### src/design/sbiq_pkg.sv
// shared widths, reset values, register codes and types of the stereo biquad
package sbiq_pkg;

  localparam int SAMPLE_W  = 16;
  localparam int COEF_W    = 24;
  localparam int HIST_W    = 24;
  localparam int COEF_FRAC = 22;
  localparam int HIST_FRAC = 8;
  localparam int PROD_W    = COEF_W + SAMPLE_W;   // coef times sample
  localparam int FF_W      = PROD_W + 2;          // sum of three such products
  localparam int FB_W      = COEF_W + HIST_W;     // coef times held output
  localparam int ACC_W     = FF_W + HIST_FRAC + 2;
  localparam int QACC_W    = ACC_W - COEF_FRAC;
  localparam int CFG_IDX_W = 3;

  localparam logic signed [COEF_W-1:0] B0_RESET = 24'sd954574;
  localparam logic signed [COEF_W-1:0] B1_RESET = -24'sd704914;
  localparam logic signed [COEF_W-1:0] B2_RESET = -24'sd171363;
  localparam logic signed [COEF_W-1:0] A1_RESET = 24'sd7197752;
  localparam logic signed [COEF_W-1:0] A2_RESET = -24'sd3011384;

  localparam logic signed [HIST_W-1:0] HIST_MAX = 24'sd8388607;
  localparam logic signed [HIST_W-1:0] HIST_MIN = -24'sd8388608;

  typedef enum logic [CFG_IDX_W-1:0] {
    REG_B0 = 3'd0,
    REG_B1 = 3'd1,
    REG_B2 = 3'd2,
    REG_A1 = 3'd3,
    REG_A2 = 3'd4
  } cfg_reg_e;

  typedef struct packed {
    logic signed [COEF_W-1:0] b0;
    logic signed [COEF_W-1:0] b1;
    logic signed [COEF_W-1:0] b2;
    logic signed [COEF_W-1:0] a1;
    logic signed [COEF_W-1:0] a2;
  } coef_t;

  typedef struct packed {
    logic ld_ff;    // feedforward stage takes a new frame
    logic ld_out;   // feedback stage produces a result
  } stage_ctrl_t;

endpackage

### src/design/sbiq_coef_regs.sv
// coefficient register file with inverse riaa reset values
module sbiq_coef_regs (
  input  logic                                 clk_i,
  input  logic                                 rst_ni,
  input  logic                                 cfg_we_i,
  input  logic [sbiq_pkg::CFG_IDX_W-1:0]       cfg_idx_i,
  input  logic [sbiq_pkg::COEF_W-1:0]          cfg_data_i,
  output sbiq_pkg::coef_t                      coef_o
);
  import sbiq_pkg::*;

  coef_t coef_q, coef_d;

  always_comb begin
    coef_d = coef_q;
    if (cfg_we_i) begin
      unique case (cfg_reg_e'(cfg_idx_i))
        REG_B0:  coef_d.b0 = $signed(cfg_data_i);
        REG_B1:  coef_d.b1 = $signed(cfg_data_i);
        REG_B2:  coef_d.b2 = $signed(cfg_data_i);
        REG_A1:  coef_d.a1 = $signed(cfg_data_i);
        REG_A2:  coef_d.a2 = $signed(cfg_data_i);
        default: coef_d = coef_q;   // unmapped index, write dropped
      endcase
    end
  end

  always_ff @(posedge clk_i or negedge rst_ni) begin
    if (!rst_ni) begin
      coef_q.b0 <= B0_RESET;
      coef_q.b1 <= B1_RESET;
      coef_q.b2 <= B2_RESET;
      coef_q.a1 <= A1_RESET;
      coef_q.a2 <= A2_RESET;
    end else begin
      coef_q <= coef_d;
    end
  end

  assign coef_o = coef_q;

endmodule

### config.mk
export PLATFORM = sky130hd
export DESIGN_NAME = sbiq_coef_regs
export DESIGN_NICKNAME = d
export VERILOG_FILES = /design/src/design/sbiq_pkg.sv /design/src/design/sbiq_coef_regs.sv
export SDC_FILE = /design/constraint.sdc
export NUM_CORES = 1
export LEC_CHECK = 0
export BUFFER_PORTS_ARGS = -buffer_cell sky130_fd_sc_hd__buf_2
export CAP_MARGIN = 15
export CORE_MARGIN = 5
export CORE_UTILIZATION = 40
export DETAILED_ROUTE_END_ITERATION = 8
export PLACE_DENSITY = 0.65
export SLEW_MARGIN = 20
export SYNTH_ARGS = -nofsm -noshare
export SYNTH_HDL_FRONTEND = slang
export SYNTH_SLANG_ARGS = --single-unit
### constraint.sdc
create_clock -name clk_i -period 0.8 [get_ports clk_i]
set_input_delay 0.08 -clock clk_i [delete_from_list [all_inputs] [get_ports clk_i]]
set_output_delay 0.08 -clock clk_i [all_outputs]
set_load 0.01 [all_outputs]
==> results.md <==
* Row count at 39
* Max_cap viols at 0
* Total power density per cell area at 2830 nW/µm²
* Worst setup margin at -354 ps
* Cell Area, Synth at 4630 µm²
* RSZ-0062 raised after global routing: yes
* WL/cell at 21.0 µm
* Hold Path Class: primary input to asynchronous set/reset pin
* Register bit total from synthesis at 120
* Pin count of the biggest net entering global routing at 42
* Slew @ Worst Pin at 336 ps
* DRC viols at 0
* Initial Utilization at 0.408
* Worst reg2reg path depth at 3
* Layout area overhead at 76.3%
* Violated checks: setup timing
* Crit-path cells: buf_6
* First-pass GRT wire length at 21100 µm
* Setup violators final at 198
* Critical Path Start Type: register
* # IOs at 150
* Cell family with most CP delay: flip-flops
* Max reg flops at 120
* Top cell type's share of synthesized area at 0.352
* Tmin final at 1150 ps
* Die width at 118 µm
* WL final at 14100 µm
* Design Area, Final at 8170 µm²
* Root buffer cell: clkbuf_16
* Top cells by count, synth: mux2_2 (115), dfstp_2 (62), dfrtp_1 (58)
* Pre-antenna DRT Iters at 4
* CTS tree: done
* Initial antenna violation count at 0
* Post-synth EDFFs at 0
* Core box area at 11400 µm²
* Worst Path Buf+Inv at 1
* Finished Layout Cells at 670
* Most numerous cell in the Yosys netlist: mux2_2
* DRT iter0 DRCs at 122
* Worst Clk Skew at 0 ps
* Synth unique cells at 10
* Dpl hpwl at 7770 µm
* WP data required at 720 ps
* Number of max-slew violations in the final report at 0
* Outcome: finished with violations
* Total congestion overflow at 0
* Max Buffers Root-to-Sink at 2
* Top_reg_cell synth: dfstp_2
* Static leakage at 3.86 nW
* Via count at 3240
* Vias/cell at 4.84
* Reg2reg start: coef_o[82]$_DFFE_PN1P_
* Die H at 118 µm
* Seq/Total Area, Yosys at 0.665
* Post-Syn Instances at 258
* RD Place Congestion at 0.753
* CP endpoint: coef_o[108]
* Multi-input combinational cell area at 1850 µm²
* CP max stage cell: dfstp_2
* Crit path from: coef_o[108]$_DFFE_PN1P_
* Post-synth ARST share at 1.00
* Storage cell area at 3080 µm²
* Register-to-Register Setup Slack at -110 ps
* Crit path arrival time at 1070 ps
* CP Capture Type: primary output
* DP Area at 6020 µm²
* Synthesized net count at 288
* Crit-path max FO at 2
* Pwr Total at 0.0231 W
* Placed insts at 553
* Final Cycle Share at 1.44
* Worst Setup Path Type: register to primary output
* Achievable Freq at 867 MHz
* Synth Warn # at 0
* Post-synthesis average cell area at 18.0 µm²
* CTS Buf Count at 17
* I/O Buffers at 149
* Top cells by area, synth: dfstp_2 (35%), dfrtp_1 (31%), mux2_2 (28%)
* Max incr delay on CP at 560 ps
* Routed Antenna Nets at 0
* Share of cells above drive strength 1 at 0.833
* Relative slew slack at 0.776
* Final #Nets at 544
* R2r endpoint: coef_o[82]$_DFFE_PN1P_
* Fillers at 715
* Final core area utilization at 0.718
* Biggest area consumer among synthesized cells: dfstp_2
* Clk sinks at 120
* H-tree depth at 4
* Final hold vios at 0
* Vias in the first global route at 3649
* ANT cells at 0
* Clock Latency Late Sink at 410 ps
* Worst vdd ir at 0.00185 V
* Die Area at 13800 µm²
* Crit path depth at 1
* GRT Total Usage at 0.195
* Clk slew on worst S/H paths at 50 ps
-- timing repair --
action / CTS / global route
hold buffers: 25 / 0
pin swaps: 1 / 4
cloned: 5 / 4
resized for setup: 97 / 64
setup endpoints to repair: 161 / 196
setup buffers: 42 / 25
endpoints found under the hold margin: 193 / 0
-- worst min-delay path by stage --
stage,start,endpoint,slack (ps),cells after the start
CTS,rst_ni,coef_o[30]$_DFFE_PN0P_,60,2
finish,rst_ni,coef_o[31]$_DFFE_PN0P_,90,2
global route,rst_ni,coef_o[31]$_DFFE_PN0P_,100,2
floorplan,rst_ni,coef_o[0]$_DFFE_PN0P_,-220,0
global placement,rst_ni,coef_o[31]$_DFFE_PN0P_,-40,1
detailed placement,rst_ni,coef_o[31]$_DFFE_PN0P_,-40,1
-- cell type report --
class,instances,share of cell area
flip-flops and latches,120,0.377
repair buffers,250,0.306
multi-input cells,125,0.226
clock buffers,23,0.0561
well taps,143,0.0219
clock inverters,9,0.0123
-- kinds of logic (layout without fill, tap and decap cells) --
family                 after synthesis  in the layout  share of synthesized area
buffers and inverters               13            282                     0.0275
and+or+nand+nor                      5              5                     0.0159
muxes                              120            120                      0.292
DFF                                120            120                      0.665
-- where the power goes --
part / switching [W] / total [W] / internal, W
clock: 0.00258 / 0.00721 / 0.00463
combinational: 0.00230 / 0.00693 / 0.00463
sequential: 0.00104 / 0.00900 / 0.00795
total: 0.00592 / 0.0231 / 0.0172
-- stage by stage --
| step | setup TNS [ps] | setup slack [ps] | hold slack (ps) |
|---|---|---|---|
| after floorplan | -23280 | -336 | -216 |
| after global placement | -47730 | -474 | -40.5 |
| after detailed placement | -49770 | -502 | -39.7 |
| after CTS | -38930 | -373 | 61.1 |
| after global routing | -44760 | -388 | 103 |
| final | -38980 | -354 | 90.7 |
-- cells in the final DEF (no fill, tap or decap) --
master / instances
dlygate4sd3_1: 25
buf_16: 3
clkinvlp_4: 2
dfrtp_1: 58
bufinv_16: 2
buf_12: 11
nor4b_4: 1
clkbuf_1: 5
buf_4: 23
nand4b_4: 1
mux2_4: 104
dfstp_2: 62
buf_2: 66
mux2_2: 16
clkinv_2: 5
and4bb_4: 2
buf_6: 116
clkbuf_16: 22
nor4bb_4: 1
buf_8: 1
clkbuf_8: 1
-- layer usage --
metal,track usage,routed length [µm],vias up
li1,-,-,1428
met1,0.242,5920,1664
met2,0.304,6840,126
met3,0.0889,1100,22
met4,0.0652,212,0
met5,0,0,-
Power figures use the tool's default switching activity.
